<file path="config.mk">
export PLATFORM = sky130hd
export DESIGN_NAME = symmetric_difference_engine_top
export DESIGN_NICKNAME = d
export VERILOG_FILES = /design/src/hdl/sde_pkg.sv /design/src/hdl/symmetric_difference_engine_top.sv /design/src/hdl/sde_ram.sv
export SDC_FILE = /design/constraint.sdc
export NUM_CORES = 2
export LEC_CHECK = 0
export BUFFER_PORTS_ARGS = -buffer_cell sky130_fd_sc_hd__buf_4
export CAP_MARGIN = 20
export CORE_MARGIN = 2
export CORE_UTILIZATION = 55
export DETAILED_ROUTE_END_ITERATION = 10
export PLACE_DENSITY = 0.71
export RECOVER_POWER = 100
export SLEW_MARGIN = 40
export SYNTH_ARGS = -nofsm -noshare
export SYNTH_HDL_FRONTEND = slang
export SYNTH_HIERARCHICAL = 1
export SYNTH_SLANG_ARGS = --single-unit
</file>
<file path="constraint.sdc">
create_clock -name clk -period 5.3 [get_ports clk]
set_input_delay 0 -clock clk [delete_from_list [all_inputs] [get_ports clk]]
set_output_delay 0 -clock clk [all_outputs]
set_load 0.02 [all_outputs]
</file>
<file path="src/hdl/sde_pkg.sv">
// shared types and operation codes for the symmetric difference engine
// no dependencies
package sde_pkg;

  localparam logic [1:0] OP_APPEND_A = 2'd0;
  localparam logic [1:0] OP_APPEND_B = 2'd1;
  localparam logic [1:0] OP_COMPUTE  = 2'd2;

  typedef struct packed {
    logic [1:0]         operation;
    logic signed [31:0] value;
  } in_item_t;

  typedef struct packed {
    logic signed [31:0] value_res;
    logic               from_b;
    logic               last;
    logic               empty_res;
    logic               overflow;
  } out_item_t;

endpackage

</file>
<file path="src/hdl/symmetric_difference_engine_top.sv">
// top level of the symmetric difference engine: sequencer, counters and output register
// depends on sde_pkg and sde_ram
//
// Append transfers are accepted back to back; an append into a full set is dropped and
// sets a sticky overflow flag. A compute transfer holds the input stalled while one
// shared equality comparator walks the stores: each stored element of A, then of B, is
// fetched, checked against the elements of the other set one at a time (the scan stops
// at the first match) and then decided, so the input stays stalled until the walk and
// the final result are done, and longer while the output is stalled. The single read
// port of each set store sets the pace of the walk.
// Results come out in stored order, A first, with last on the final one, or one result
// with empty_res set when nothing differs.
module symmetric_difference_engine_top
  import sde_pkg::*;
#(
  parameter int SET_DEPTH = 16
) (
  input  logic      clk,
  input  logic      rst_n,
  input  logic      in_valid,
  output logic      in_stall,
  input  in_item_t  in_data,
  output logic      out_valid,
  input  logic      out_stall,
  output out_item_t out_data
);

  localparam int IDX_W = (SET_DEPTH > 1) ? $clog2(SET_DEPTH) : 1;
  localparam int CNT_W = $clog2(SET_DEPTH + 1);
  localparam logic [CNT_W-1:0] DEPTH_C = CNT_W'(SET_DEPTH);

  localparam logic [2:0] S_IDLE     = 3'd0;
  localparam logic [2:0] S_OUTER_RD = 3'd1;
  localparam logic [2:0] S_OUTER_LT = 3'd2;
  localparam logic [2:0] S_SCAN     = 3'd3;
  localparam logic [2:0] S_DECIDE   = 3'd4;
  localparam logic [2:0] S_FINISH   = 3'd5;

  logic [2:0]         state_r, state_nxt;
  logic               phase_r, phase_nxt;
  logic [CNT_W-1:0]   i_r, i_nxt;
  logic [CNT_W-1:0]   j_r, j_nxt;
  logic [31:0]        elem_r, elem_nxt;
  logic               found_r, found_nxt;
  logic [31:0]        pend_r, pend_nxt;
  logic               pend_b_r, pend_b_nxt;
  logic               have_pend_r, have_pend_nxt;
  logic [CNT_W-1:0]   count_a_r, count_a_nxt;
  logic [CNT_W-1:0]   count_b_r, count_b_nxt;
  logic               ovf_r, ovf_nxt;
  logic               out_valid_r, out_valid_nxt;
  out_item_t          out_data_r, out_data_nxt;

  logic               in_xfer;
  logic               out_free;
  logic [CNT_W-1:0]   i_inc, j_inc, cnt_outer, cnt_inner, inner_addr;
  logic               we_a, we_b;
  logic [IDX_W-1:0]   raddr_a, raddr_b;
  logic [31:0]        rdata_a, rdata_b, outer_data, inner_data;

  assign in_stall  = (state_r != S_IDLE);
  assign in_xfer   = in_valid && !in_stall;
  assign out_free  = !out_valid_r || !out_stall;
  assign out_valid = out_valid_r;
  assign out_data  = out_data_r;

  assign i_inc      = i_r + 1'b1;
  assign j_inc      = j_r + 1'b1;
  assign cnt_outer  = phase_r ? count_b_r : count_a_r;
  assign cnt_inner  = phase_r ? count_a_r : count_b_r;
  assign inner_addr = (state_r == S_SCAN) ? j_inc : '0;
  assign raddr_a    = phase_r ? inner_addr[IDX_W-1:0] : i_r[IDX_W-1:0];
  assign raddr_b    = phase_r ? i_r[IDX_W-1:0] : inner_addr[IDX_W-1:0];
  assign outer_data = phase_r ? rdata_b : rdata_a;
  assign inner_data = phase_r ? rdata_a : rdata_b;

  assign we_a = in_xfer && (in_data.operation == OP_APPEND_A) && (count_a_r < DEPTH_C);
  assign we_b = in_xfer && (in_data.operation == OP_APPEND_B) && (count_b_r < DEPTH_C);

  sde_ram #(.WIDTH(32), .DEPTH(SET_DEPTH)) u_ram_a (
    .clk   (clk),
    .we    (we_a),
    .waddr (count_a_r[IDX_W-1:0]),
    .wdata (in_data.value),
    .raddr (raddr_a),
    .rdata (rdata_a)
  );

  sde_ram #(.WIDTH(32), .DEPTH(SET_DEPTH)) u_ram_b (
    .clk   (clk),
    .we    (we_b),
    .waddr (count_b_r[IDX_W-1:0]),
    .wdata (in_data.value),
    .raddr (raddr_b),
    .rdata (rdata_b)
  );

  always_comb begin
    state_nxt     = state_r;
    phase_nxt     = phase_r;
    i_nxt         = i_r;
    j_nxt         = j_r;
    elem_nxt      = elem_r;
    found_nxt     = found_r;
    pend_nxt      = pend_r;
    pend_b_nxt    = pend_b_r;
    have_pend_nxt = have_pend_r;
    count_a_nxt   = count_a_r;
    count_b_nxt   = count_b_r;
    ovf_nxt       = ovf_r;
    out_valid_nxt = out_valid_r && out_stall;
    out_data_nxt  = out_data_r;

    unique case (state_r)
      S_IDLE: begin
        if (in_xfer) begin
          case (in_data.operation)
            OP_APPEND_A: begin
              if (count_a_r < DEPTH_C) begin
                count_a_nxt = count_a_r + 1'b1;
              end else begin
                ovf_nxt = 1'b1;
              end
            end
            OP_APPEND_B: begin
              if (count_b_r < DEPTH_C) begin
                count_b_nxt = count_b_r + 1'b1;
              end else begin
                ovf_nxt = 1'b1;
              end
            end
            OP_COMPUTE: begin
              i_nxt         = '0;
              have_pend_nxt = 1'b0;
              phase_nxt     = 1'b0;
              state_nxt     = S_OUTER_RD;
              if (count_a_r == '0) begin
                phase_nxt = 1'b1;
                if (count_b_r == '0) begin
                  state_nxt = S_FINISH;
                end
              end
            end
            default: ;
          endcase
        end
      end
      S_OUTER_RD: begin
        state_nxt = S_OUTER_LT;
      end
      S_OUTER_LT: begin
        elem_nxt = outer_data;
        j_nxt    = '0;
        if (cnt_inner == '0) begin
          found_nxt = 1'b0;
          state_nxt = S_DECIDE;
        end else begin
          state_nxt = S_SCAN;
        end
      end
      S_SCAN: begin
        if (inner_data == elem_r) begin
          found_nxt = 1'b1;
          state_nxt = S_DECIDE;
        end else if (j_inc == cnt_inner) begin
          found_nxt = 1'b0;
          state_nxt = S_DECIDE;
        end else begin
          j_nxt = j_inc;
        end
      end
      S_DECIDE: begin
        if (found_r || !have_pend_r || out_free) begin
          if (!found_r) begin
            if (have_pend_r) begin
              out_valid_nxt          = 1'b1;
              out_data_nxt.value_res = pend_r;
              out_data_nxt.from_b    = pend_b_r;
              out_data_nxt.last      = 1'b0;
              out_data_nxt.empty_res = 1'b0;
              out_data_nxt.overflow  = ovf_r;
            end
            pend_nxt      = elem_r;
            pend_b_nxt    = phase_r;
            have_pend_nxt = 1'b1;
          end
          if (i_inc == cnt_outer) begin
            if (!phase_r && (count_b_r != '0)) begin
              phase_nxt = 1'b1;
              i_nxt     = '0;
              state_nxt = S_OUTER_RD;
            end else begin
              state_nxt = S_FINISH;
            end
          end else begin
            i_nxt     = i_inc;
            state_nxt = S_OUTER_RD;
          end
        end
      end
      S_FINISH: begin
        if (out_free) begin
          out_valid_nxt          = 1'b1;
          out_data_nxt.value_res = have_pend_r ? pend_r : '0;
          out_data_nxt.from_b    = have_pend_r ? pend_b_r : 1'b0;
          out_data_nxt.last      = 1'b1;
          out_data_nxt.empty_res = !have_pend_r;
          out_data_nxt.overflow  = ovf_r;
          count_a_nxt            = '0;
          count_b_nxt            = '0;
          ovf_nxt                = 1'b0;
          have_pend_nxt          = 1'b0;
          state_nxt              = S_IDLE;
        end
      end
      default: begin
        state_nxt = S_IDLE;
      end
    endcase
  end

  always_ff @(posedge clk) begin
    if (!rst_n) begin
      state_r     <= S_IDLE;
      phase_r     <= 1'b0;
      have_pend_r <= 1'b0;
      count_a_r   <= '0;
      count_b_r   <= '0;
      ovf_r       <= 1'b0;
      out_valid_r <= 1'b0;
    end else begin
      state_r     <= state_nxt;
      phase_r     <= phase_nxt;
      have_pend_r <= have_pend_nxt;
      count_a_r   <= count_a_nxt;
      count_b_r   <= count_b_nxt;
      ovf_r       <= ovf_nxt;
      out_valid_r <= out_valid_nxt;
    end
  end

  always_ff @(posedge clk) begin
    i_r        <= i_nxt;
    j_r        <= j_nxt;
    elem_r     <= elem_nxt;
    found_r    <= found_nxt;
    pend_r     <= pend_nxt;
    pend_b_r   <= pend_b_nxt;
    out_data_r <= out_data_nxt;
  end

endmodule

</file>
<file path="src/hdl/sde_ram.sv">
// generic single write port ram with registered read
// no dependencies
module sde_ram #(
  parameter int WIDTH = 32,
  parameter int DEPTH = 16
) (
  input  logic                                         clk,
  input  logic                                         we,
  input  logic [((DEPTH > 1) ? $clog2(DEPTH) : 1)-1:0] waddr,
  input  logic [WIDTH-1:0]                             wdata,
  input  logic [((DEPTH > 1) ? $clog2(DEPTH) : 1)-1:0] raddr,
  output logic [WIDTH-1:0]                             rdata
);

  logic [WIDTH-1:0] mem [DEPTH];

  always_ff @(posedge clk) begin
    if (we) begin
      mem[waddr] <= wdata;
    end
    rdata <= mem[raddr];
  end

endmodule

</file>
# Word level (Yosys, flattened, before mapping)

Memories as Yosys holds them, arrays and structs flattened. A register that Yosys moved wholly into a read port is not among the register bits.
Cells that the tools add are included.

$add $sub $neg: 4
$lt $le $gt $ge: 2
Equality and inequality tests: 30
Multiplexer cells: 75
Bitwise operators: 1
Reduce and logical (&&, ||, !) cells: 38

Operators with widths:

| cell                                                | number |
|---|---|
| two-way mux 36 bit                                  | 4 |
| two-way mux 32 bit                                  | 3 |
| two-way mux 5 bit                                   | 16 |
| one-hot mux 36 bit (2 select lines)                 | 1 |
| one-hot mux 5 bit (2 select lines)                  | 4 |
| two-way mux 3 bit                                   | 11 |
| equality test 32 bit                                | 1 |
| != test 2 bit, second input constant                | 14 |
| two-way mux 1 bit                                   | 26 |
| AND reduction 5 bit                                 | 5 |
| adder 5 x 1 -> 5 bit, second input constant         | 4 |
| one-hot mux 3 bit (6 select lines)                  | 1 |
| AND reduction 6 bit                                 | 3 |
| zero test 5 bit                                     | 3 |
| two-way mux 4 bit                                   | 3 |
| != test 3 bit, second input constant                | 4 |
| equality test 5 bit                                 | 2 |
| < comparator 5 bit, second input constant           | 2 |
| one-hot mux 1 bit (2 select lines)                  | 5 |
| AND reduction 3 bit                                 | 3 |
| nonzero test 2 bit                                  | 4 |
| logical AND 1 bit                                   | 7 |
| equality test 3 x 2 -> 1 bit, second input constant | 2 |
| equality test 3 bit, second input constant          | 2 |
| 13 further kinds                                    | 20 |

Register bits: 129
Memory bits (writable): 1,024
Input port bits: 38
Output and inout port bits: 38
Word-level logic and storage cells: 170
Memories kept: 2

Memory list:

| memory      | words | width | rd ports | clocked after Yosys merged registers in | write ports | line          | RTL |
|---|---|---|---|---|---|---|---|
| u_ram_a.mem | 16    | 32    | 1        | 1                                       | 1           | sde_ram.sv:15 | `logic [WIDTH-1:0] mem [DEPTH];` |
| u_ram_b.mem | 16    | 32    | 1        | 1                                       | 1           | sde_ram.sv:15 |  |

# Longest topological paths before layout

Word-level depth: 7
Mapped depth: 12
Mapped depth without buffers: 7

# Cells and area by module

The synthesis kept the hierarchy.

By module, submodules not included:

| module                          | times used | cells each | area an instance (sq um) | seq. area each (sq um) |
|---|---|---|---|---|
| sde_ram                         | 2          | 838        | 19,835.3                 | 16,015.4 |
| symmetric_difference_engine_top | 1          | 456        | 6,157.2                  | 3,703.6 |

# Least setup slack after synthesis

Ideal clock, no wire load.

Path type: register -> register
Start point: register state_r[1]
End point: memory u_ram_a.mem[0][0], enable pin
Library setup time: 461 ps
Data arrival time: 3,763 ps
Required time: 4,839 ps
Path slack: 1,076 ps
Stages on the path, launching flop included: 6
Path buffers: 0
Period minus slack after synthesis: 4,224 ps
Path through: dfxtp_1 > nor3_1 > nand3b_1 > nor3_1 > or3b_2 > nor3_1

Word-level cells in the longest chain between the ends: 7

Ends and longest elaborated chain:

| element                                 | line                                   | RTL |
|---|---|---|
| start: declaration                      | symmetric_difference_engine_top.sv:39  | `logic [2:0] state_r, state_nxt;` |
| start signal: assignment                | symmetric_difference_engine_top.sv:232 | `state_r <= state_nxt;` |
| nonzero test 3 bit                      | symmetric_difference_engine_top.sv:61  | `assign in_stall = (state_r != S_IDLE);` |
| zero test 1 bit                         | symmetric_difference_engine_top.sv:62  | `assign in_xfer = in_valid && !in_stall;` |
| logical AND 1 bit                       | symmetric_difference_engine_top.sv:62  |  |
| logical AND 1 bit (2 in a row)          | symmetric_difference_engine_top.sv:77  | `assign we_a = in_xfer && (in_data.operation == OP_APPEND_A) && (count_a_r < DEPTH_C);` |
| net we_a                                | symmetric_difference_engine_top.sv:57  | `logic we_a, we_b;` |
| two-way mux 1 bit                       | sde_ram.sv:18                          | `if (we) begin` |
| two-way mux 1 bit (not written as such) | sde_ram.sv:19                          | `mem[waddr] <= wdata;` |
| end: declaration                        | sde_ram.sv:15                          |  |

The timed path passes the listed nets, and every way through them passes these cells.

# Worst setup path in the final report

Start point: register phase_r
End point: register state_r[2]

Word-level cells in the longest chain between the ends: 6
Elaborated cells between the ends (all ways): 17
Classes of those cells: 4 x eq/ne; 9 x mux; 4 x reduce/logical

Ends and longest elaborated chain:

| element                                                    | line                                   | RTL |
|---|---|---|
| start: declaration                                         | symmetric_difference_engine_top.sv:40  | `logic phase_r, phase_nxt;` |
| start signal: assignment                                   | symmetric_difference_engine_top.sv:233 | `phase_r <= phase_nxt;` |
| branches (longest 6 deep; another with two-way mux 32 bit) | -                                      |  |

Parallel ways; which one is timed is not known. The select of a mux whose other input is x is not followed.
A chain may end at the register's enable or synchronous reset.

==> results.md <==
* Run status: complete, but fails checks
* Failing checks: max-capacitance violations, max-slew violations
* Crit end category: flip-flop
* Relative max-transition margin at -0.766
* Dominant cell type by area after synthesis: edfxtp_1
* Mean Syn Cell Area at 21.5 µm²
* Yosys cell types at 48
* Routability-driven placement congestion ratio at 0.849
* Prevailing post-synth register cell: edfxtp_1
* Grt total ovfl at 0
* CTS tree: done
* DIE WIDTH at 293 µm
* Post-CTS setup buffers at 0
* Total Routed Length at ~110000 µm
* Critical path launch point type: flip-flop
* Total vias in the final route at roughly 23k
* Worst-skew pair later-pin latency at about 0.69 ns
* Worst VDD drop at between 0.3 and 0.4 mV
* P_int at between 15000 and 20000 µW
* Core area at a little over 80000 µm²
* Total GRT Usage at 0.255
* Setup TNS at 0 ns
* H-tree levels at 3
* CP arrival at roughly 5.2 ns
* Pre-antenna DRT Iters at 5
* Largest net degree at the start of global routing at 69
* WHS Endpoint: count_a_r[0]
* Max clock buf depth at 3
* Initial antenna violation count at 4
* 1st-iter DRT viols at between 2k and 3k
* CP max FO at 22
* Vias/cell at between 6 and 7
* Final hold vios at 0
* Clk root buf: clkbuf_16
* Leakage power at around 0.016 µW
* Max-cap violations at 23
* RSZ-0062 raised after global routing: no
* CTS Buf Count at approximately 120
* Minimum clock period at 4.58 ns
* Power density cells at 472 nW/µm²
* Reg2reg start: phase_r
* Async SR Flop Fraction at 0
* Vias in the first global route at ~23k
* Slowest stage cell, crit path: dfxtp_1
* Share of post-route cells with drive strength above 1 at 0.228
* Post-route DRC at 0
* CP required at 5.93 ns
* Post-synth EDFFs at between 1k and 1.5k
* Netlist Area Pre-Place at between 40000 and 50000 µm²
* Clock power share at 0.341
* First-pass GRT wire length at 157000 µm
* Nets at between 2k and 2.5k
* Reg-to-reg critical path endpoint: state_r[2]
* Port buffer count at 75
* Cells after synthesis at ~2.1k
* Die area at 85600 µm²
* Clk slew on worst S/H paths at approximately 0.07 ns
* Routed len/inst at a little over 30 µm
* Number of synthesized register bits at roughly 1.2k
* Worst path max stage delay at approximately 1.3 ns
* Switching Share at 0.262
* Combinational Power Share at 0.195
* Initial core utilization at 0.557
* Type of the worst min-delay path: in -> reg
* Top cell type's share of synthesized area at 0.744
* Final Skew at 0.0315 ns
* Die H at 293 µm
* Hold Path Stages at 5
* Post-route clock period utilization at 0.865
* Commonest cells after routing, fill and taps aside: 1136 x edfxtp_1, 256 x mux4_2, 128 x a22oi_1
* Detailed placement HPWL at 63300 µm
* Flop pwr share at 0.464
* Reg2Reg Depth at 8
* Setup CP Type: reg -> reg
* Cell Chain, Critical Path: clkbuf_1, mux2i_1, xnor2_1, nor4_1, nand4_1, o21ba_1, o32ai_1, dlygate4sd3_1
* Yosys Warn Count at 6
* Fmax at between 200 and 250 MHz
* Pins Over Slew Limit at 491
* Hold Startpoint: in_valid
* FF-to-FF setup slack at between 0.7 and 0.8 ns
* CP bufs+invs at 2
* Num ports at 76
* Ranking of synthesized cells by area: edfxtp_1 74%, mux4_2 13%, dfxtp_1 3.5%, a22oi_1 2.1%, mux2i_1 0.98%
* Post-synthesis sequential area ratio at 0.780
* Hold Slack at around 0.060 ns
* Net Switching at 6470 µW
* Final ANT Viol Nets at 0
* Commonest non-fill, non-tap cell in the layout: edfxtp_1
* Syn_nets at ~2.2k
* Delay-heaviest family, CP: buffers and inverters
* Layout area overhead at 14.2%
* Worst slew pin tran at between 2 and 3 ns
* Num rows at ~110
* Setup Viol. Count Final at 0
* CTS sink count at 1217
[per-stage QoR]
step | instance area, µm² | setup WS, ns | utilization | total power (µW) | cells
after global routing | 52400 | 0.646 | 0.637 | 25500 | 3513
after global placement | 48100 | 1.60 | 0.584 | 16200 | 3227
after floorplan | 45800 | 1.08 | - | 14800 | 2132
after CTS | 52900 | 1.34 | 0.644 | 24900 | 3510
final | 52400 | 0.716 | 0.637 | 24700 | 3514
after detailed placement | 48600 | 1.52 | 0.591 | 16500 | 3253
[how the worst max path moves through the flow]
stage / startpoint / end / slack (ns) / cells past startpoint
floorplan: state_r[1] / u_ram_a/mem[0][0] / 1.08 / 5
global placement: state_r[0] / u_ram_a/mem[1][17] / 1.60 / 5
detailed placement: state_r[0] / u_ram_a/mem[9][18] / 1.52 / 6
CTS: phase_r / state_r[2] / 1.34 / 9
global route: state_r[0] / u_ram_a/mem[10][6] / 0.65 / 7
finish: phase_r / state_r[2] / 0.72 / 8
[per-layer routing]
metal / vias to the layer above / GRT usage / share of wire / routed length [µm]
met5: - / 0 / 0.00012 / 13
met4: 2 / 0.0787 / 0.029 / 3080
met3: 169 / 0.0511 / 0.095 / 10300
met2: 1201 / 0.404 / 0.48 / 51700
met1: 12011 / 0.363 / 0.40 / 42500
li1: 9257 / - / - / -
[repair_timing]
item                      4_1_cts  5_1_grt
hold buffers                   40        0
resized for setup               0        0
hold endpoints to repair     1041        0
[worst min-delay path: cells and delay by family]
family | cells | cell delay (ns)
buffers and inverters | 1 | 0.12
AO/OA/AOI/OAI | 1 | 0.20
AND/OR/NAND/NOR | 2 | 0.20
XOR/XNOR | 1 | 0.19
[synthesized netlist by cell type, types with 9 or more instances]
cell type / number
mux2i_1: 45
xnor2_1: 41
inv_1: 9
nor3_1: 16
dfxtp_1: 81
buf_2: 15
nor2_1: 55
mux2_2: 37
mux4_2: 256
edfxtp_1: 1136
buf_4: 19
nand3_1: 10
a21oi_1: 15
nand2_1: 80
xor2_1: 13
buf_1: 26
clkbuf_1: 40
a22oi_1: 128
nor2b_1: 38
[state kept, by name, summed over array words and instances (netlist names)]
signal and flops:
u_ram_a/mem 512, u_ram_b/mem 512, out_data 36, elem_r 32, pend_r 32, u_ram_a/rdata 32
u_ram_b/rdata 32, count_a_r 5, count_b_r 5, i_r 5, j_r 5, state_r 3
found_r 1, have_pend_r 1, out_valid 1, ovf_r 1, pend_b_r 1, phase_r 1
[power by group through the flow]
stage / logic (µW) / registers, µW / clock network [µW]
6_report: 4820 / 11500 / 8430
5_1_grt: 5130 / 11500 / 8910
4_1_cts: 4840 / 11500 / 8540
3_5_place_dp: 4750 / 11700 / 0
3_3_place_gp: 4530 / 11700 / 0
2_1_floorplan: 3400 / 11400 / 0
[final cells by class]
class	count	area, µm²
antenna	1	2.50
inverter	9	33.8
timing repair buffer	198	1630
sequential	1217	35700
multi-input combinational	802	9710
fill	5438	29900
clock inverter	72	766
tap	1070	1340
clock buffer	145	3140
[cells by family after synthesis]
logic type | Yosys count | synth area share
AOI/OAI and AO/OA | 165 | 0.0263
xor gates and xnor gates | 54 | 0.0103
adders and majority gates | 6 | 0.00164
buffers and inverters | 113 | 0.0120
DFF | 1217 | 0.780
muxes | 338 | 0.145
and+or+nand+nor | 239 | 0.0252
Note: power is estimated with default switching activity, not from simulation.
